`config.mk`:
```
export PLATFORM = sky130hd
export DESIGN_NAME = gacr_pick
export DESIGN_NICKNAME = d
export VERILOG_FILES = /design/src/sv/gacr_pkg.sv /design/src/sv/gacr_pick.sv
export SDC_FILE = /design/constraint.sdc
export NUM_CORES = 2
export LEC_CHECK = 0
export BUFFER_PORTS_ARGS = -buffer_cell sky130_fd_sc_hd__buf_2
export CAP_MARGIN = 20
export CORE_MARGIN = 5
export CORE_UTILIZATION = 40
export DETAILED_ROUTE_END_ITERATION = 8
export PLACE_DENSITY = 0.54
export SYNTH_ARGS = -nofsm -noshare
export SYNTH_HDL_FRONTEND = slang
export SYNTH_SLANG_ARGS = --single-unit
```
`constraint.sdc`:
```
create_clock -name clk -period 53.8 [get_ports clk]
set_clock_uncertainty 0.05 [all_clocks]
set_input_delay 5.38 -clock clk [delete_from_list [all_inputs] [get_ports clk]]
set_output_delay 5.38 -clock clk [all_outputs]
set_load 0.1 [all_outputs]
```
`src/sv/gacr_pkg.sv`:
```
// shared types and constants of the gerber arc center resolver
package gacr_pkg;

    // candidate centers in search order: sign of the x offset, sign of the y offset
    typedef logic [1:0] quad_t;

    localparam quad_t QUAD_PP = 2'd0;
    localparam quad_t QUAD_MP = 2'd1;
    localparam quad_t QUAD_MM = 2'd2;
    localparam quad_t QUAD_PM = 2'd3;

    localparam logic MODE_SINGLE = 1'b0;
    localparam logic MODE_MULTI  = 1'b1;

    // width of the result coordinates
    localparam int OUT_W = 32;

    // lanes of the squaring unit
    localparam int SQ_DXP   = 0;
    localparam int SQ_DXM   = 1;
    localparam int SQ_DYP   = 2;
    localparam int SQ_DYM   = 3;
    localparam int SQ_AX    = 4;
    localparam int SQ_AY    = 5;
    localparam int SQ_COUNT = 6;

endpackage

```
`src/sv/gacr_pick.sv`:
```
// back stages: squared radii, mismatches, tie-safe minimum search and center select
module gacr_pick #(
    parameter int COORD_BITS = 31
) (
    input  logic                                          clk,
    input  logic                                          rst_n,
    input  logic                                          in_valid,
    output logic                                          in_ready,
    input  logic [gacr_pkg::SQ_COUNT-1:0][2*COORD_BITS+1:0] sq,
    // {mode, cand_ym, cand_yp, cand_xm, cand_xp}
    input  logic [4*(COORD_BITS+1):0]                     side,
    output logic                                          out_valid,
    input  logic                                          out_ready,
    output logic signed [gacr_pkg::OUT_W-1:0]             center_x,
    output logic signed [gacr_pkg::OUT_W-1:0]             center_y,
    output gacr_pkg::quad_t                               quadrant_used
);

    localparam int CW     = COORD_BITS + 1;
    localparam int MW     = 2 * CW + 1;
    localparam int SIDE_W = 4 * CW + 1;
    localparam int EW     = (CW > gacr_pkg::OUT_W) ? CW : gacr_pkg::OUT_W;

    logic                        ready_c;
    logic                        ready_d;
    logic                        ready_e;
    logic                        ready_f;

    // stage c: squared distances and squared radius
    logic                        v_c_reg;
    logic                        v_c_next;
    logic [3:0][MW-1:0]          d2_next;
    logic [MW-1:0]               r2_next;
    logic [3:0][MW-1:0]          d2_c_reg;
    logic [MW-1:0]               r2_c_reg;
    logic [SIDE_W-1:0]           side_c_reg;

    // stage d: mismatches
    logic                        v_d_reg;
    logic                        v_d_next;
    logic [3:0][MW-1:0]          mis_next;
    logic [3:0][MW:0]            dr_diff;
    logic [3:0][MW-1:0]          mis_d_reg;
    logic [SIDE_W-1:0]           side_d_reg;

    // stage e: pairwise minimum
    logic                        v_e_reg;
    logic                        v_e_next;
    logic [MW-1:0]               min01_e_reg;
    logic [MW-1:0]               min23_e_reg;
    gacr_pkg::quad_t             idx01_e_reg;
    gacr_pkg::quad_t             idx23_e_reg;
    logic [SIDE_W-1:0]           side_e_reg;

    // stage f: output register
    logic                        v_f_reg;
    logic                        v_f_next;
    gacr_pkg::quad_t             best;
    gacr_pkg::quad_t             quad_next;
    logic signed [CW-1:0]        cxp_e;
    logic signed [CW-1:0]        cxm_e;
    logic signed [CW-1:0]        cyp_e;
    logic signed [CW-1:0]        cym_e;
    logic                        mode_e;
    logic signed [CW-1:0]        sel_x;
    logic signed [CW-1:0]        sel_y;
    logic signed [EW-1:0]        wide_x;
    logic signed [EW-1:0]        wide_y;
    gacr_pkg::quad_t             quad_f_reg;
    logic [gacr_pkg::OUT_W-1:0]  cx_f_reg;
    logic [gacr_pkg::OUT_W-1:0]  cy_f_reg;

    assign ready_f  = !v_f_reg || out_ready;
    assign ready_e  = !v_e_reg || ready_f;
    assign ready_d  = !v_d_reg || ready_e;
    assign ready_c  = !v_c_reg || ready_d;
    assign in_ready = ready_c;

    always_comb
    begin
        d2_next[gacr_pkg::QUAD_PP] = MW'(sq[gacr_pkg::SQ_DXP]) + MW'(sq[gacr_pkg::SQ_DYP]);
        d2_next[gacr_pkg::QUAD_MP] = MW'(sq[gacr_pkg::SQ_DXM]) + MW'(sq[gacr_pkg::SQ_DYP]);
        d2_next[gacr_pkg::QUAD_MM] = MW'(sq[gacr_pkg::SQ_DXM]) + MW'(sq[gacr_pkg::SQ_DYM]);
        d2_next[gacr_pkg::QUAD_PM] = MW'(sq[gacr_pkg::SQ_DXP]) + MW'(sq[gacr_pkg::SQ_DYM]);
        r2_next = MW'(sq[gacr_pkg::SQ_AX]) + MW'(sq[gacr_pkg::SQ_AY]);

        // borrow of d2 - r2 picks the direction of the absolute difference
        for (int k = 0; k < 4; k++)
        begin
            dr_diff[k]  = {1'b0, d2_c_reg[k]} - {1'b0, r2_c_reg};
            mis_next[k] = dr_diff[k][MW] ? (r2_c_reg - d2_c_reg[k]) : dr_diff[k][MW-1:0];
        end

        cxp_e  = side_e_reg[CW-1:0];
        cxm_e  = side_e_reg[2*CW-1:CW];
        cyp_e  = side_e_reg[3*CW-1:2*CW];
        cym_e  = side_e_reg[4*CW-1:3*CW];
        mode_e = side_e_reg[4*CW];

        // strict compare keeps the earlier candidate on a tie
        best      = (min23_e_reg < min01_e_reg) ? idx23_e_reg : idx01_e_reg;
        quad_next = (mode_e == gacr_pkg::MODE_MULTI) ? gacr_pkg::QUAD_PP : best;
        case (quad_next)
            gacr_pkg::QUAD_PP:
            begin
                sel_x = cxp_e;
                sel_y = cyp_e;
            end
            gacr_pkg::QUAD_MP:
            begin
                sel_x = cxm_e;
                sel_y = cyp_e;
            end
            gacr_pkg::QUAD_MM:
            begin
                sel_x = cxm_e;
                sel_y = cym_e;
            end
            gacr_pkg::QUAD_PM:
            begin
                sel_x = cxp_e;
                sel_y = cym_e;
            end
            default:
            begin
                sel_x = cxp_e;
                sel_y = cyp_e;
            end
        endcase
        wide_x = EW'(sel_x);
        wide_y = EW'(sel_y);

        v_c_next = ready_c ? in_valid : v_c_reg;
        v_d_next = ready_d ? v_c_reg : v_d_reg;
        v_e_next = ready_e ? v_d_reg : v_e_reg;
        v_f_next = ready_f ? v_e_reg : v_f_reg;
    end

    always_ff @(posedge clk or negedge rst_n)
    begin
        if (!rst_n)
        begin
            v_c_reg <= 1'b0;
            v_d_reg <= 1'b0;
            v_e_reg <= 1'b0;
            v_f_reg <= 1'b0;
        end
        else
        begin
            v_c_reg <= v_c_next;
            v_d_reg <= v_d_next;
            v_e_reg <= v_e_next;
            v_f_reg <= v_f_next;
        end
    end

    always_ff @(posedge clk)
    begin
        if (ready_c)
        begin
            d2_c_reg   <= d2_next;
            r2_c_reg   <= r2_next;
            side_c_reg <= side;
        end
        if (ready_d)
        begin
            mis_d_reg  <= mis_next;
            side_d_reg <= side_c_reg;
        end
        if (ready_e)
        begin
            if (mis_d_reg[gacr_pkg::QUAD_MP] < mis_d_reg[gacr_pkg::QUAD_PP])
            begin
                min01_e_reg <= mis_d_reg[gacr_pkg::QUAD_MP];
                idx01_e_reg <= gacr_pkg::QUAD_MP;
            end
            else
            begin
                min01_e_reg <= mis_d_reg[gacr_pkg::QUAD_PP];
                idx01_e_reg <= gacr_pkg::QUAD_PP;
            end
            if (mis_d_reg[gacr_pkg::QUAD_PM] < mis_d_reg[gacr_pkg::QUAD_MM])
            begin
                min23_e_reg <= mis_d_reg[gacr_pkg::QUAD_PM];
                idx23_e_reg <= gacr_pkg::QUAD_PM;
            end
            else
            begin
                min23_e_reg <= mis_d_reg[gacr_pkg::QUAD_MM];
                idx23_e_reg <= gacr_pkg::QUAD_MM;
            end
            side_e_reg <= side_d_reg;
        end
        if (ready_f)
        begin
            quad_f_reg <= quad_next;
            cx_f_reg   <= wide_x[gacr_pkg::OUT_W-1:0];
            cy_f_reg   <= wide_y[gacr_pkg::OUT_W-1:0];
        end
    end

    assign out_valid     = v_f_reg;
    assign center_x      = cx_f_reg;
    assign center_y      = cy_f_reg;
    assign quadrant_used = quad_f_reg;

    a_enter_lands: assert property (@(posedge clk) disable iff (!rst_n)
        in_valid && in_ready |=> v_c_reg)
        else $error("transfer into the pick stages did not land in the first stage");

    a_full_when_blocked: assert property (@(posedge clk) disable iff (!rst_n)
        !in_ready |-> v_c_reg && v_d_reg && v_e_reg && v_f_reg)
        else $error("pick stages refuse a transfer while holding a bubble");

    a_hold_on_stall: assert property (@(posedge clk) disable iff (!rst_n)
        v_f_reg && !out_ready |=> v_f_reg && $stable(quad_f_reg) && $stable(cx_f_reg)
                                  && $stable(cy_f_reg))
        else $error("stalled result changed in the output register");

    a_pair_order: assert property (@(posedge clk) disable iff (!rst_n)
        v_e_reg |-> (idx01_e_reg == gacr_pkg::QUAD_PP || idx01_e_reg == gacr_pkg::QUAD_MP)
                    && (idx23_e_reg == gacr_pkg::QUAD_MM || idx23_e_reg == gacr_pkg::QUAD_PM))
        else $error("pairwise minimum picked a candidate outside its pair");

endmodule

```
# [After elaboration in Yosys (flattened, before gate mapping)]
# Cells that the tools add are included.
[classes] n_addsub=13 mul=0 div_mod_pow=0 magnitude_cmp=3 n_eq_ne=3 shifts=0 mux=12 bitwise_logic=0 n_reduce_logical=13
[op_table] op="65-bit two-way mux" n=6
[op_table] op="64-bit by 64-bit adder with 65-bit output" n=5
[op_table] op="65-bit by 65-bit subtractor with 66-bit output" n=4
[op_table] op="65-bit subtractor" n=4
[op_table] op="65-bit less-than comparator" n=3
[op_table] op="32-bit case mux with 2 select lines" n=2
[op_table] op="2-bit OR reduction" n=4
[op_table] op="2-bit == test (second input constant)" n=2
[op_table] op="1-bit zero test" n=4
[op_table] op="1-bit logical OR" n=4
[op_table] op="2-bit two-way mux" n=2
[op_table] op="2-bit by 1-bit == test with 1-bit output (second input constant)" n=1
[op_table] op="2-bit zero test" n=1
[op_table] op="1-bit two-way mux" n=2
[word_totals] ff_bits=1176 latchBits=0 mem_bits_rw=0 romBits=0 output_inout_bits=68 elab_cells=67 mem_count=0

# [Depth between registers and ports, before layout]
[logic_depth] depth_word=6 mapped_depth=16

# [Worst setup path after synthesis]
# No wires, ideal clock.
[synth_path] kind="in2reg" startpoint="input port out_ready" endpoint="register d2_c_reg[0] (netlist name), enable pin" arrival_time_ns=18.738 path_slack_ns=29.352 cell_stages=2 path_cell_list="nor2b_1 > nand4_1"
[synth_between] elab_chain_cells=4
[synth_lines] item="start, declared" line_no="gacr_pick.sv:13" rtl="input logic out_ready,"
[synth_lines] item="1-bit logical OR" line_no="gacr_pick.sv:73" rtl="assign ready_f = !v_f_reg || out_ready;"
[synth_lines] item="1-bit logical OR" line_no="gacr_pick.sv:74" rtl="assign ready_e = !v_e_reg || ready_f;"
[synth_lines] item="1-bit logical OR" line_no="gacr_pick.sv:75" rtl="assign ready_d = !v_d_reg || ready_e;"
[synth_lines] item="1-bit logical OR" line_no="gacr_pick.sv:76" rtl="assign ready_c = !v_c_reg || ready_d;"
[synth_lines] item="net in_ready" line_no="gacr_pick.sv:8" rtl="output logic in_ready,"
[synth_lines] item="end signal, assigned" line_no="gacr_pick.sv:161" rtl="d2_c_reg <= d2_next;"
[synth_lines] item="end, declared" line_no="gacr_pick.sv:34" rtl="logic [3:0][MW-1:0] d2_c_reg;"
# The timed path passes the listed nets, and every way through them passes these cells.
# A chain may end at the register's enable or synchronous reset.

# [Worst setup path after layout]
[layout_path] startpoint="input port out_ready" endpoint="output port in_ready"
[layout_between] elab_chain_cells=4
[layout_lines] item="1-bit logical OR" line_no="gacr_pick.sv:73"
[layout_lines] item="1-bit logical OR" line_no="gacr_pick.sv:74"
[layout_lines] item="1-bit logical OR" line_no="gacr_pick.sv:75"
[layout_lines] item="1-bit logical OR" line_no="gacr_pick.sv:76"
[layout_lines] item="end, declared" line_no="gacr_pick.sv:8"
# Every way passes these cells.

==> flow_summary.ini <==
[status]
status = completed

[route]
ant_nets = 0
wl_per_cell_um = 29.4
route.detailed.drc = 0
drt_iter0_drc = 8567
via_per_inst = 6.02
drtPass1Iterations = 6
wl_um = 382000
vias = 78183

[die]
pin_count = 585
die_h_um = 486
core_mm2 = 0.225
core.rowCount = 174
dieArea_mm2 = 0.237
initial_core_util = 0.403
die_w_um = 486

[clock_tree]
root_buffer = clkbuf_16
cts_setup_buffers = 0
insertion_delay_ps = 830
clkTransAtPathRegs_ps = 60
cts_tree = done
cts-resized-gates = 0
hold_buffers = 0
clockBufferDepth = 3
h-tree-depth = 4
cts_buffers = 135
clkSinkCount = 1174

[sta]
finalSetupViolCount = 0
report.final.hold_viol_count = 0
worst_pin_slew_ps = 1150
drv_slew = 0
period_share = 0.242
period_minus_slack_ps = 13030
slew_headroom = 0.227
tns_ps = 0
fmax_ghz = 0.0767
rsz0062_at_grt = false

[global_routing]
grt_pass1_wl_um = 534000
grt_overflow = 0
grt_pass1_vias = 75495
groute.usage.overall = 0.311
grt_max_degree = 137
antenna_found_initial = 53

[setup_path]
cp-start-kind = input pin
path_cells = buf_2 -> nor2b_1 -> nand4_1 -> buf_4 -> buf_2
cp_max_fo = 21
arrival_ps = 7600
cpPeakStageDelay_ps = 710
cp.required_ps = 48370
path_common_cell = buf_2
end_kind = primary output
worst_path_max_delay_cell = nand4_1
path_class = in2out

[yosys]
synth_seq_area_share = 0.388
synth_top_area_frac = 0.387
syn_area_per_cell_um2 = 9.62
synth.most_common_cell = edfxtp_1
syn_inst = 9437
yosys_warnings = 0
synth_top_area_cell = edfxtp_1
synth_nets = 10995
ys.flop_type = edfxtp_1
syn-cell-area_mm2 = 0.0908
synth_cell_type_count = 96
async_flop_share = 0.00341
ys_top_cells_by_area = edfxtp_1, ha_1, a21oi_1, a21o_1, xnor2_1
synth_edf_count = 1170
synth.ff_latch_count = 1174
yosys-top-cells-count = edfxtp_1, a21oi_1, ha_1, inv_1, o21ai_0

[placed_design]
io_buffers = 584
gp_congestion = 0.987
placed_cell_area_mm2 = 0.0966
hpwl_um = 323000

[layout]
design_area_mm2 = 0.101
fin_util = 0.448
num-nets-final = 11426
syn2layout_area_growth_pct = 11.4
drive_gt1_frac = 0.114

[power]
power_density_mw_per_mm2 = 57.1
p_leak_uw = 0.0443
vdd_drop_max_mv = 0.0327

[worst_hold_path]
min_path_type = reg2reg

[flow_run]
cap_violations = 0
where the power goes:
group | internal (uW) | leakage [uW] | switching (uW)
clock network | 515 | 0.00211 | 391
logic | 1080 | 0.0302 | 2100
registers | 1440 | 0.0120 | 241
total | 3040 | 0.0443 | 2730
cell families after synthesis:
family / after synthesis / synth area share
muxes: 271 / 0.0326
adders and majority gates: 1041 / 0.145
buffers and inverters: 1101 / 0.0469
DFF: 1174 / 0.388
AOI/OAI and AO/OA: 3315 / 0.230
xor gates and xnor gates: 548 / 0.0529
and+or+nand+nor: 1987 / 0.105
worst max-delay path: cells and delay by family:
kind / cells / cell delay, ps
buffers and inverters: 3 / 980
and+or+nand+nor: 2 / 1180
stage by stage:
stage	cells	hold WS (ps)	setup slack, ps	total power [uW]
finish	12982	354	40770	5770
global route	12970	358	40630	6060
CTS	12966	352	40780	5720
detailed placement	12723	355	40770	4780
global placement	12723	350	40950	4770
floorplan	9437	350	29350	3660
layer usage:
layer,routed length (um),track usage,vias up
li1,-,-,35937
met3,30800,0.0493,497
met5,229,0,-
met1,180000,0.468,38261
met4,12200,0.0898,32
met2,158000,0.458,3456
final timing paths:
path	startpoint	cells past startpoint	to	slack [ps]
max reg2reg	r2_c_reg[12]	12	mis_d_reg[128]	46330
min reg2reg	side_d_reg[66]	0	side_e_reg[66]	350
min in group asynchronous	rst_n	1	out_valid	4330
min	side_d_reg[66]	0	side_e_reg[66]	350
max	out_ready	5	in_ready	40770
max in group asynchronous	rst_n	1	v_c_reg	49260
cells in the final DEF (no fill, tap or decap), types with 42 or more instances in the layout:
| cell | netlist | routed |
|---|---|---|
| edfxtp_1 | 1170 | 1170 |
| a21oi_1 | 1153 | 1152 |
| ha_1 | 1028 | 1028 |
| inv_1 | 723 | 722 |
| o21ai_0 | 608 | 608 |
| a21o_1 | 603 | 603 |
| buf_2 | 48 | 584 |
| nand2_1 | 562 | 561 |
| nor2_1 | 529 | 528 |
| xnor2_1 | 356 | 356 |
| nand4_1 | 216 | 216 |
| mux2_2 | 196 | 196 |
| o21bai_1 | 192 | 192 |
| xor2_1 | 192 | 192 |
| nand3_1 | 144 | 143 |
| clkbuf_16 | 0 | 137 |
| a211oi_1 | 107 | 106 |
| nor3_1 | 102 | 102 |
| a31oi_1 | 98 | 98 |
| nor2b_1 | 95 | 95 |
| o21a_1 | 88 | 87 |
| buf_4 | 8 | 86 |
| nand2b_1 | 79 | 79 |
| mux2i_1 | 75 | 74 |
| o211ai_1 | 70 | 70 |
| and3_1 | 62 | 61 |
| o31ai_1 | 48 | 48 |
| a221oi_1 | 44 | 44 |
| and2_1 | 42 | 42 |
cell type report:
class | count | area, um^2
fill | 21776 | 124000
multi-input combinational | 7162 | 51400
sequential | 1174 | 35200
tap | 2992 | 3740
timing repair buffer | 671 | 3590
clock buffer | 167 | 3550
inverter | 724 | 2720
clock inverter | 76 | 827
antenna | 16 | 40.0
(Power assumes the default switching activity.)
