===== src/sv/gacr_pkg.sv =====
// shared types and constants of the gerber arc center resolver
package gacr_pkg;

    // candidate centers in search order: sign of the x offset, sign of the y offset
    typedef logic [1:0] quad_t;

    localparam quad_t QUAD_PP = 2'd0;
    localparam quad_t QUAD_MP = 2'd1;
    localparam quad_t QUAD_MM = 2'd2;
    localparam quad_t QUAD_PM = 2'd3;

    localparam logic MODE_SINGLE = 1'b0;
    localparam logic MODE_MULTI  = 1'b1;

    // width of the result coordinates
    localparam int OUT_W = 32;

    // lanes of the squaring unit
    localparam int SQ_DXP   = 0;
    localparam int SQ_DXM   = 1;
    localparam int SQ_DYP   = 2;
    localparam int SQ_DYM   = 3;
    localparam int SQ_AX    = 4;
    localparam int SQ_AY    = 5;
    localparam int SQ_COUNT = 6;

endpackage


===== src/sv/gacr_diff.sv =====
// front stages: offset magnitudes, candidate centers and distances to the end point
module gacr_diff #(
    parameter int COORD_BITS = 31
) (
    input  logic                         clk,
    input  logic                         rst_n,
    input  logic                         in_valid,
    output logic                         in_ready,
    input  logic signed [COORD_BITS-1:0] start_x,
    input  logic signed [COORD_BITS-1:0] start_y,
    input  logic signed [COORD_BITS-1:0] end_x,
    input  logic signed [COORD_BITS-1:0] end_y,
    input  logic signed [COORD_BITS-1:0] offset_x,
    input  logic signed [COORD_BITS-1:0] offset_y,
    input  logic                         mode,
    output logic                         out_valid,
    input  logic                         out_ready,
    output logic signed [COORD_BITS:0]   cand_xp,
    output logic signed [COORD_BITS:0]   cand_xm,
    output logic signed [COORD_BITS:0]   cand_yp,
    output logic signed [COORD_BITS:0]   cand_ym,
    output logic        [COORD_BITS:0]   dist_xp,
    output logic        [COORD_BITS:0]   dist_xm,
    output logic        [COORD_BITS:0]   dist_yp,
    output logic        [COORD_BITS:0]   dist_ym,
    output logic        [COORD_BITS-1:0] mag_x,
    output logic        [COORD_BITS-1:0] mag_y,
    output logic                         mode_out
);

    localparam int CW = COORD_BITS + 1;
    localparam int DW = COORD_BITS + 2;

    // |c - e|, which always fits in one bit above the coordinate width
    function automatic logic [CW-1:0] dist_f(
        input logic signed [CW-1:0]         c,
        input logic signed [COORD_BITS-1:0] e
    );
        logic signed [DW-1:0] p;
        logic signed [DW-1:0] n;
        p = DW'(c) - DW'(e);
        n = DW'(e) - DW'(c);
        return p[DW-1] ? n[CW-1:0] : p[CW-1:0];
    endfunction

    logic                         ready_a;
    logic                         ready_b;

    // stage a
    logic                         v_a_reg;
    logic                         v_a_next;
    logic        [COORD_BITS-1:0] ax_next;
    logic        [COORD_BITS-1:0] ay_next;
    logic signed [CW-1:0]         sx_e;
    logic signed [CW-1:0]         sy_e;
    logic signed [CW-1:0]         ox_e;
    logic signed [CW-1:0]         oy_e;
    logic signed [CW-1:0]         ax_e;
    logic signed [CW-1:0]         ay_e;
    logic signed [CW-1:0]         cxp_next;
    logic signed [CW-1:0]         cxm_next;
    logic signed [CW-1:0]         cyp_next;
    logic signed [CW-1:0]         cym_next;
    logic signed [CW-1:0]         cxp_a_reg;
    logic signed [CW-1:0]         cxm_a_reg;
    logic signed [CW-1:0]         cyp_a_reg;
    logic signed [CW-1:0]         cym_a_reg;
    logic signed [COORD_BITS-1:0] ex_a_reg;
    logic signed [COORD_BITS-1:0] ey_a_reg;
    logic        [COORD_BITS-1:0] ax_a_reg;
    logic        [COORD_BITS-1:0] ay_a_reg;
    logic                         mode_a_reg;

    // stage b
    logic                         v_b_reg;
    logic                         v_b_next;
    logic signed [CW-1:0]         cxp_b_reg;
    logic signed [CW-1:0]         cxm_b_reg;
    logic signed [CW-1:0]         cyp_b_reg;
    logic signed [CW-1:0]         cym_b_reg;
    logic        [CW-1:0]         dxp_b_reg;
    logic        [CW-1:0]         dxm_b_reg;
    logic        [CW-1:0]         dyp_b_reg;
    logic        [CW-1:0]         dym_b_reg;
    logic        [COORD_BITS-1:0] ax_b_reg;
    logic        [COORD_BITS-1:0] ay_b_reg;
    logic                         mode_b_reg;

    assign ready_b  = !v_b_reg || out_ready;
    assign ready_a  = !v_a_reg || ready_b;
    assign in_ready = ready_a;

    always_comb
    begin
        // the most negative offset has magnitude 2^(COORD_BITS-1), exact as unsigned
        ax_next  = offset_x[COORD_BITS-1] ? COORD_BITS'(~$unsigned(offset_x) + 1'b1)
                                          : $unsigned(offset_x);
        ay_next  = offset_y[COORD_BITS-1] ? COORD_BITS'(~$unsigned(offset_y) + 1'b1)
                                          : $unsigned(offset_y);
        sx_e     = CW'(start_x);
        sy_e     = CW'(start_y);
        ox_e     = CW'(offset_x);
        oy_e     = CW'(offset_y);
        ax_e     = signed'({1'b0, ax_next});
        ay_e     = signed'({1'b0, ay_next});
        // multi-quadrant center rides in the first candidate slot
        cxp_next = (mode == gacr_pkg::MODE_MULTI) ? sx_e + ox_e : sx_e + ax_e;
        cyp_next = (mode == gacr_pkg::MODE_MULTI) ? sy_e + oy_e : sy_e + ay_e;
        cxm_next = sx_e - ax_e;
        cym_next = sy_e - ay_e;
        v_a_next = ready_a ? in_valid : v_a_reg;
        v_b_next = ready_b ? v_a_reg : v_b_reg;
    end

    always_ff @(posedge clk or negedge rst_n)
    begin
        if (!rst_n)
        begin
            v_a_reg <= 1'b0;
            v_b_reg <= 1'b0;
        end
        else
        begin
            v_a_reg <= v_a_next;
            v_b_reg <= v_b_next;
        end
    end

    always_ff @(posedge clk)
    begin
        if (ready_a)
        begin
            cxp_a_reg  <= cxp_next;
            cxm_a_reg  <= cxm_next;
            cyp_a_reg  <= cyp_next;
            cym_a_reg  <= cym_next;
            ex_a_reg   <= end_x;
            ey_a_reg   <= end_y;
            ax_a_reg   <= ax_next;
            ay_a_reg   <= ay_next;
            mode_a_reg <= mode;
        end
        if (ready_b)
        begin
            cxp_b_reg  <= cxp_a_reg;
            cxm_b_reg  <= cxm_a_reg;
            cyp_b_reg  <= cyp_a_reg;
            cym_b_reg  <= cym_a_reg;
            dxp_b_reg  <= dist_f(cxp_a_reg, ex_a_reg);
            dxm_b_reg  <= dist_f(cxm_a_reg, ex_a_reg);
            dyp_b_reg  <= dist_f(cyp_a_reg, ey_a_reg);
            dym_b_reg  <= dist_f(cym_a_reg, ey_a_reg);
            ax_b_reg   <= ax_a_reg;
            ay_b_reg   <= ay_a_reg;
            mode_b_reg <= mode_a_reg;
        end
    end

    assign out_valid = v_b_reg;
    assign cand_xp   = cxp_b_reg;
    assign cand_xm   = cxm_b_reg;
    assign cand_yp   = cyp_b_reg;
    assign cand_ym   = cym_b_reg;
    assign dist_xp   = dxp_b_reg;
    assign dist_xm   = dxm_b_reg;
    assign dist_yp   = dyp_b_reg;
    assign dist_ym   = dym_b_reg;
    assign mag_x     = ax_b_reg;
    assign mag_y     = ay_b_reg;
    assign mode_out  = mode_b_reg;

endmodule


===== config.mk =====
export PLATFORM = sky130hd
export DESIGN_NAME = gacr_diff
export DESIGN_NICKNAME = d
export VERILOG_FILES = /design/src/sv/gacr_pkg.sv /design/src/sv/gacr_diff.sv
export SDC_FILE = /design/constraint.sdc
export NUM_CORES = 1
export LEC_CHECK = 0
export ABC_CLOCK_PERIOD_IN_PS = 10420
export BUFFER_PORTS_ARGS = -buffer_cell sky130_fd_sc_hd__buf_2
export CORE_MARGIN = 8
export CORE_UTILIZATION = 55
export DETAILED_ROUTE_END_ITERATION = 10
export PLACE_DENSITY = 0.77
export RECOVER_POWER = 25
export SETUP_SLACK_MARGIN = 0.15
export SLEW_MARGIN = 10
export SYNTH_ARGS = -nofsm -noshare
export SYNTH_HDL_FRONTEND = slang
export SYNTH_SLANG_ARGS = --single-unit

===== constraint.sdc =====
create_clock -name clk -period 10.42 [get_ports clk]
set_input_delay 0.521 -clock clk [delete_from_list [all_inputs] [get_ports clk]]
set_output_delay 0.521 -clock clk [all_outputs]
set_load 0.02 [all_outputs]

**Word level (Yosys, flattened, before mapping)**

Cells that the tools add are included.

- Add/sub/neg operators: 16
- Mux-type cells: 8
- Bitwise operators: 2
- Reductions and logical operators: 4

Operators by type and width:

| kind | number |
|---|---|
| $mux 32 | 6 |
| $sub 31x32->32 | 6 |
| $sub 32x31->33 | 4 |
| $add 31x31->32 | 2 |
| $add 31x32->32 | 2 |
| $add 31x1->31 const B | 2 |
| $mux 31 | 2 |
| $not 31->31 | 2 |
| $logic_not 1->1 | 2 |
| $logic_or 1x1->1 | 2 |

- Register bits: 574
- Bits of input ports: 191
- Output and inout port bits: 321
- Logic and storage cells: 52

**Depth between registers and ports, before layout**

Gate-level depths: netlist of the first run.

- Word-level depth: 5
- Mapped depth: 22

**Worst setup path after synthesis of the first run**

No wires, ideal clock.

- Kind: in2reg
- From: in out_ready
- To: reg cxm_b_reg[10] (netlist: cand_xm[10]) (enable)
- Library setup time: 0.736 ns
- Arrival time: 8.065 ns
- Data required time: 9.684 ns
- Slack: 1.619 ns
- Cell stages on the path: 1
- Cells stage by stage: nand2b_1

- Word-level cells in the longest chain between the ends: 1

Ends and longest elaborated chain:

| item | RTL line | text |
|---|---|---|
| start, declared | gacr_diff.sv:17 | `input logic out_ready,` |
| $logic_or 1x1->1 | gacr_diff.sv:89 | `assign ready_b = !v_b_reg \|\| out_ready;` |
| end signal, assigned | gacr_diff.sv:146 | `cxm_b_reg <= cxm_a_reg;` |
| end, declared | gacr_diff.sv:78 | `logic signed [CW-1:0] cxm_b_reg;` |

Every way passes these cells.
A chain may end at the register's enable or synchronous reset.

**Final worst setup path of the first run**

- From: in offset_y[30]
- To: reg cyp_a_reg[30], data pin

- Elaborated cells between the ends (all ways): 6
- Classes of those cells: add/sub: 3; mux: 2; bitwise: 1

RTL lines:

| item | RTL line | text |
|---|---|---|
| start, declared | gacr_diff.sv:14 | `input logic signed [COORD_BITS-1:0] offset_y,` |
| $mux 31 | gacr_diff.sv:98 | `ay_next = offset_y[COORD_BITS-1] ? COORD_BITS'(~$unsigned(offset_y) + 1'b1)` |
| via ay_next[1] | gacr_diff.sv:53 | `logic [COORD_BITS-1:0] ay_next;` |
| $add 31x32->32 | gacr_diff.sv:108 | `cyp_next = (mode == gacr_pkg::MODE_MULTI) ? sy_e + oy_e : sy_e + ay_e;` |
| $mux 32 | gacr_diff.sv:108 |  |
| via cyp_next[30] | gacr_diff.sv:62 | `logic signed [CW-1:0] cyp_next;` |
| end signal, assigned | gacr_diff.sv:135 | `cyp_a_reg <= cyp_next;` |
| end, declared | gacr_diff.sv:66 | `logic signed [CW-1:0] cyp_a_reg;` |

The timed path passes the listed nets, and every way through them passes these cells.

==> results.sh, run 1 <==
export IMPL_status="finished with violations"
export IMPL_violations="max-capacitance violations, max-slew violations"
export IMPL_nets=4978
export IMPL_std_cell_rows=99
export IMPL_layout_common_cells="edfxtp_1 (566), buf_2 (458), inv_1 (372)"
export IMPL_period_minus_slack_ns=6.14
export IMPL_wirelength_mm=126
export IMPL_cts_buffer_depth=3
export IMPL_dieArea_um2=81500
export IMPL_die_w_um=286
export IMPL_grt_pass1_wl_mm=189
export IMPL_fp_dieH_um=286
export IMPL_path_common_cell="a21oi_1"
export IMPL_cts_sinks=568
export IMPL_dp_slack_ns=4.60
export IMPL_synthCells=3951
export IMPL_relSlewSlack_pct=-98.2
export IMPL_critPathTopFamily="compound AO/OA/AOI/OAI gates"
export IMPL_synth_edf_count=566
export IMPL_fin_area_um2=45400
export IMPL_slowest_delay_ns=1.36
export IMPL_cts_root_buf="clkbuf_16"
export IMPL_tightest_slew_ns=2.97
export IMPL_grt_setup_unrepaired="no"
export IMPL_synth_nets=4514
export IMPL_yosys_most_used_dff="edfxtp_1"
export IMPL_clk_latency_ns=0.63
export IMPL_irDropWorstVdd_mv=0.241
export IMPL_wl_per_cell_um=23.2
export IMPL_drv_cap=4
export IMPL_path_buf_inv=1
export IMPL_grt_pass1_vias=32306
export IMPL_clk_pin_slew_ns=0.06
export IMPL_setup_ws_ns=4.28
export IMPL_critPathSlowestCell="clkbuf_1"
export IMPL_setup_violations=0
export IMPL_h_tree_depth=3
export IMPL_ys_seq_elements=568
export IMPL_critPathKind="input pin to register"
export IMPL_hpwlAfterDp_mm=101
export IMPL_synth_area_um2=40000
export IMPL_io_pins=512
export IMPL_grt_max_degree=123
export IMPL_avgSynthCellArea_um2=10.1
export IMPL_drc=0
export IMPL_initial_utilization_pct=55.1
export IMPL_fin_setup_tns_ns=0
export IMPL_ys_types=107
export IMPL_antenna_found_initial=22
export IMPL_hp_class="input pin to register"
export IMPL_powerDensity_nw_per_um2=246
export IMPL_ys_warn_count=0
export IMPL_hold_viol_final=0
export IMPL_placed_cell_area_um2=43300
export IMPL_path_cells="clkbuf_1, o21ai_0, nor2_1, a21oi_1, fa_1, a21o_1, a21oi_1, o21bai_1, a21oi_1, o21bai_1, a2111oi_0, o31ai_1, o31ai_1, o211ai_1, a311oi_1, o21ai_0, xor2_1"
export IMPL_async_flop_share_pct=0.352
export IMPL_worstPathArrival_ns=6.50
export IMPL_cp_max_fo=35
export IMPL_fmax_mhz=163
export IMPL_layout_commonest_cell="edfxtp_1"
export IMPL_dr_pass1_iters=7
export IMPL_antenna_left=0
export IMPL_gp_congestion=0.972
export IMPL_fin_total_pwr_mw=11.2
export IMPL_cts_setup_buffers=0
export IMPL_track_usage_pct=29.5
export IMPL_port_buffers=511
export IMPL_final_setup_skew_ns=0.0311
export IMPL_drt_iter0_markers=2732
export IMPL_cts_made_buffers=66
export IMPL_syn2layout_area_growth_pct=13.6
export IMPL_min_period_over_period_pct=58.9
export IMPL_critPathRequiredTime_ns=10.78
export IMPL_crit_path_start_kind="input pin"
export IMPL_ys_seq_area_share_pct=42.7
export IMPL_drive_gt1_share_pct=15.2
export IMPL_critPathCaptureType="register"
export IMPL_grt_overflow_total=0
export IMPL_num_vias=32696
export IMPL_slew_viol_final=150
export IMPL_cts_tree="yes"
export IMPL_core_area_um2=72500
export IMPL_p_leak_nw=19.6
export IMPL_via_per_inst=6.00
## worst reg2reg max path: stages (launching register included)
cell	delay (ns)
edfxtp_1	0.39
inv_1	0.06
ha_1	0.29
fa_1	0.42
nand2b_1	0.16
a21boi_0	0.28
o21ai_0	0.23
a211oi_1	0.58
o211ai_1	0.33
a31oi_4	0.26
buf_4	0.56
a211oi_1	0.15
a221o_1	0.42
a211o_1	0.32
a211oi_1	0.46
a31oi_1	0.19
xnor2_1	0.15
## layout make-up
type	instances	area, µm²
diodes	21	52.6
clock buffers	77	1690
clock inverters	41	379
fillers	6005	27100
inverters	374	1410
multi-input cells	2870	20900
flip-flops and latches	568	17000
well taps	959	1200
repair buffers	535	2680
## Yosys cell counts (all sizes together), types with 34 or more instances
library cell  number  share of area, %
edfxtp           566                43
inv              374               3.5
a21oi            368               4.6
ha               360                11
nand2            245               2.3
xnor2            231               5.1
o21ai            228               2.9
nor2             199               1.9
a21o             139               2.6
xor2             117               2.7
clkbuf           105              0.99
o21bai            71               1.3
nor3              66              0.88
a31oi             60              0.94
nand3             56              0.70
nor2b             51              0.80
nand4             46              0.72
o211ai            46              0.88
a211oi            45              0.86
nand2b            40              0.63
o31ai             38              0.79
mux2i             36              0.90
buf               34              0.51
## what timing repair did
item,CTS,global route
endpoints found under the setup margin,0,0
endpoints found under the hold margin,2,0
hold buffers,1,0
resized for setup,0,0
## power breakdown
group	total (mW)	internal [mW]	switching [mW]	leakage, nW
Clock	2.25	1.26	0.987	0.995
Combinational	5.11	1.82	3.29	12.9
Sequential	3.82	3.40	0.424	5.73
## metal layers
| metal | vias up | track usage [%] | routed length [µm] | part of all wire [%] |
|---|---|---|---|---|
| met2 | 1406 | 52.6 | 62800 | 50 |
| met1 | 15587 | 34.8 | 48000 | 38 |
| met3 | 303 | 4.99 | 9500 | 7.5 |
| met4 | 6 | 13.3 | 6130 | 4.8 |
| li1 | 15394 | - | - | - |
| met5 | - | 0 | 41 | 0.032 |
## final timing paths
path	start	endpoint	slack, ns	depth (start not counted)
max	offset_y[30]	cyp_a_reg[30]$_DFFE_PP_	4.28	17
min	end_x[16]	ex_a_reg[16]$_DFFE_PP_	0.07	1
max reg2reg	cxp_a_reg[0]$_DFFE_PP_	dist_xm[28]$_DFFE_PP_	4.91	16
min reg2reg	ax_a_reg[0]$_DFFE_PP_	mag_x[0]$_DFFE_PP_	0.42	0
max in group asynchronous	rst_n	out_valid$_DFFE_PN0P_	10.07	2
min in group asynchronous	rst_n	v_a_reg$_DFFE_PN0P_	0.22	2
## metrics by stage
step | hold WS (ns) | instances | util (%)
CTS | 0.0385 | 5424 | 62.7
global route | 0.0510 | 5433 | 62.6
floorplan | 0.225 | 3951 | -
global placement | 0.306 | 5305 | 59.8
detailed placement | 0.309 | 5305 | 59.8
finish | 0.0715 | 5445 | 62.7
## cell families (layout without fill, tap and decap cells)
logic type / Yosys count / after routing / synth area share [%]
xor gates and xnor gates: 355 / 355 / 8.25
adders and majority gates: 386 / 386 / 12.2
DFF: 568 / 568 / 42.7
buffers and inverters: 513 / 1027 / 5.02
AOI/OAI and AO/OA: 1220 / 1220 / 19.9
muxes: 55 / 55 / 1.44
and+or+nand+nor: 854 / 854 / 10.5
other: 0 / 21 / 0
(Power assumes the default switching activity.)
==> run 2, diff against run 1 <==
--- a/config.mk
+++ b/config.mk
@@ -5,7 +5,8 @@
 export SDC_FILE = /design/constraint.sdc
 export NUM_CORES = 1
 export LEC_CHECK = 0
-export ABC_CLOCK_PERIOD_IN_PS = 10420
+export ABC_AREA = 1
+export ABC_CLOCK_PERIOD_IN_PS = 6000
 export BUFFER_PORTS_ARGS = -buffer_cell sky130_fd_sc_hd__buf_2
 export CORE_MARGIN = 8
 export CORE_UTILIZATION = 55
==> constraint.sdc (replaced) <==
create_clock -name clk -period 6 [get_ports clk]
set_input_delay 0.3 -clock clk [delete_from_list [all_inputs] [get_ports clk]]
set_output_delay 0.3 -clock clk [all_outputs]
set_load 0.02 [all_outputs]
==> results.sh, run 2 <==
export IMPL_initial_utilization_pct=55.1
export IMPL_gp_congestion=1.04
export IMPL_hpwlAfterDp_mm=131
export IMPL_drt_iter0_markers=4598
export IMPL_cp_max_fo=84
export IMPL_synth_common_cells="nand2_1 (1234), inv_1 (715), edfxtp_1 (566)"
export IMPL_setup_ws_ns=1.38
export IMPL_final_setup_skew_ns=0.0518
export IMPL_ys_warn_count=0
export IMPL_synthCells=5296
export IMPL_multi_input_area_um2=22700
export IMPL_synth_top_area_share_pct=39.3
export IMPL_grt_setup_unrepaired="no"
export IMPL_h_tree_depth=2
export IMPL_antenna_left=0
export IMPL_clk_pin_slew_ns=0.07
export IMPL_track_usage_pct=34.8
export IMPL_wirelength_mm=158
export IMPL_cts_buffer_depth=3
export IMPL_io_pins=512
export IMPL_hold_depth=3
export IMPL_irDropWorstVdd_mv=0.237
export IMPL_drive_gt1_share_pct=13.8
export IMPL_slew_viol_final=115
export IMPL_grt_max_degree=123
export IMPL_std_cell_rows=103
export IMPL_worstPathArrival_ns=4.88
export IMPL_setup_violations=0
export IMPL_ys_types=65
export IMPL_period_minus_slack_ns=4.62
export IMPL_hp_class="input pin to register"
export IMPL_grt_overflow_total=0
export IMPL_cts_made_buffers=61
export IMPL_syn2layout_area_growth_pct=13.6
export IMPL_port_buffers=511
export IMPL_grt_pass1_vias=37225
export IMPL_crit_path_start_kind="register"
export IMPL_ff_latch_area_um2=17000
export IMPL_num_vias=39589
export IMPL_critPathRequiredTime_ns=6.26
export IMPL_dr_pass1_iters=8
export IMPL_synth_nets=5859
export IMPL_nFillCells=7001
export IMPL_avgSynthCellArea_um2=8.17
export IMPL_drv_cap=2
export IMPL_layout_common_cells="nand2_1 (1241), inv_1 (715), edfxtp_1 (566)"
export IMPL_synth_area_leaders="edfxtp_1 (39%), nand2_1 (11%), ha_1 (10%)"
export IMPL_die_w_um=297
export IMPL_relSlewSlack_pct=-158
export IMPL_synth_area_um2=43300
export IMPL_async_flop_share_pct=0.352
export IMPL_cts_sinks=568
export IMPL_powerDensity_nw_per_um2=404
export IMPL_nets=6386
export IMPL_cts_tree="yes"
export IMPL_dp_slack_ns=1.77
export IMPL_p_leak_nw=23.0
export IMPL_hold_viol_final=0
export IMPL_min_period_over_period_pct=76.9
export IMPL_drc=0
export IMPL_wl_per_cell_um=22.8
export IMPL_synth_most_common_cell="nand2_1"
export IMPL_ys_seq_elements=568
export IMPL_core_area_um2=78500
export IMPL_clk_latency_ns=0.68
export IMPL_yosys_most_used_dff="edfxtp_1"
export IMPL_antenna_found_initial=15
export IMPL_fmax_mhz=217
export IMPL_placed_cell_area_um2=46500
export IMPL_fp_dieH_um=297
export IMPL_violations="max-capacitance violations, max-slew violations"
export IMPL_synth_top_cell_by_area="edfxtp_1"
export IMPL_fin_setup_tns_ns=0
export IMPL_grt_pass1_wl_mm=232
export IMPL_slowest_delay_ns=2.66
export IMPL_via_per_inst=5.71
export IMPL_critPathKind="register to register"
export IMPL_synth_edf_count=566
export IMPL_r2r_cells=2
export IMPL_status="finished with violations"
export IMPL_fin_area_um2=49200
export IMPL_hold_slack_ns=0.0731
export IMPL_critPathSlowestCell="nand2_1"
export IMPL_path_cells="nand2_1, buf_4"
export IMPL_fin_total_pwr_mw=19.9
export IMPL_cts_root_buf="clkbuf_16"
export IMPL_dieArea_um2=87900
export IMPL_critPathCaptureType="register"
export IMPL_layout_commonest_cell="nand2_1"
export IMPL_tightest_slew_ns=3.87
export IMPL_ys_seq_area_share_pct=39.4
[run 2: cell count changes after synthesis, sizes merged, moves of 39 or more]
cell / delta
nand2: +1098
inv: +371
nor2: +248
nand3: +202
xnor2: -163
o21ai: +138
xor2: +134
a21o: -117
a21oi: +61
nor2b: -51
clkbuf: -43
o21bai: -43
nand2b: -39
[run 2: layer usage]
layer / wire (µm) / global-route usage (%) / vias to the layer above / part of all wire [%]
li1: - / - / 18651 / -
met1: 71000 / 52.6 / 18512 / 45
met2: 64800 / 50.7 / 2182 / 41
met3: 17800 / 7.18 / 236 / 11
met4: 4160 / 8.25 / 8 / 2.6
met5: 49 / 0 / - / 0.031
[run 2: where the power goes]
part           internal (mW)  switching, mW  total (mW)  leakage, nW
sequential              5.80          0.888        6.69         5.76
combinational           2.84           6.42        9.25         16.3
clock                   2.23           1.68        3.91        0.988
[run 2: logic make-up (layout without fill, tap and decap cells)]
| group | Yosys count | count (layout) | share of synthesized area (%) |
|---|---|---|---|
| AND/OR/NAND/NOR | 2145 | 2145 | 21.6 |
| AO/OA/AOI/OAI | 1017 | 1017 | 13.4 |
| buffers and inverters | 872 | 1452 | 8.16 |
| flip-flops | 568 | 568 | 39.4 |
| adder cells (fa/ha/maj) | 372 | 372 | 11.0 |
| XOR/XNOR | 319 | 319 | 6.46 |
| multiplexers | 3 | 3 | 0.0694 |
| other | 0 | 6 | 0 |
[run 2: layout make-up]
type	count	share of cell area, %
Antenna cell	6	0.0305
Clock buffer	74	3.29
Clock inverter	42	0.934
Inverter	746	5.70
Multi-Input combinational cell	3856	46.1
Sequential cell	568	34.7
Tap cell	1050	2.67
Timing Repair Buffer	590	6.65
[run 2: final timing paths]
| path | slack [ns] | endpoint | from |
|---|---|---|---|
| worst max-delay path | 1.38 | dist_ym[30]$_DFFE_PP_ | out_valid$_DFFE_PN0P_ |
| worst max register to register | 1.38 | dist_ym[30]$_DFFE_PP_ | out_valid$_DFFE_PN0P_ |
| worst min register to register | 0.42 | mag_y[3]$_DFFE_PP_ | ay_a_reg[3]$_DFFE_PP_ |
| max in group asynchronous | 5.40 | v_a_reg$_DFFE_PN0P_ | rst_n |
| min in group asynchronous | 0.48 | out_valid$_DFFE_PN0P_ | rst_n |
| worst min-delay path | 0.07 | ax_a_reg[14]$_DFFE_PP_ | offset_x[14] |
[run 2: repair_timing]
item	4_1_cts	5_1_grt
hold buffers	70	0
resized for setup	0	0
hold endpoints to repair	70	0
setup endpoints to repair	0	0
buffers inserted	0	0
[run 2: stage by stage]
stage / util, % / instances
2_1_floorplan: - / 5296
4_1_cts: 62.8 / 6926
3_5_place_dp: 59.3 / 6740
3_3_place_gp: 59.3 / 6740
5_1_grt: 62.6 / 6926
6_report: 62.7 / 6932
[run 2: critical path: cells and delay by family (launching register included)]
family | cells | cell delay, ns
flops | 1 | 0.43
buf+inv | 1 | 0.93
simple gates | 1 | 2.66
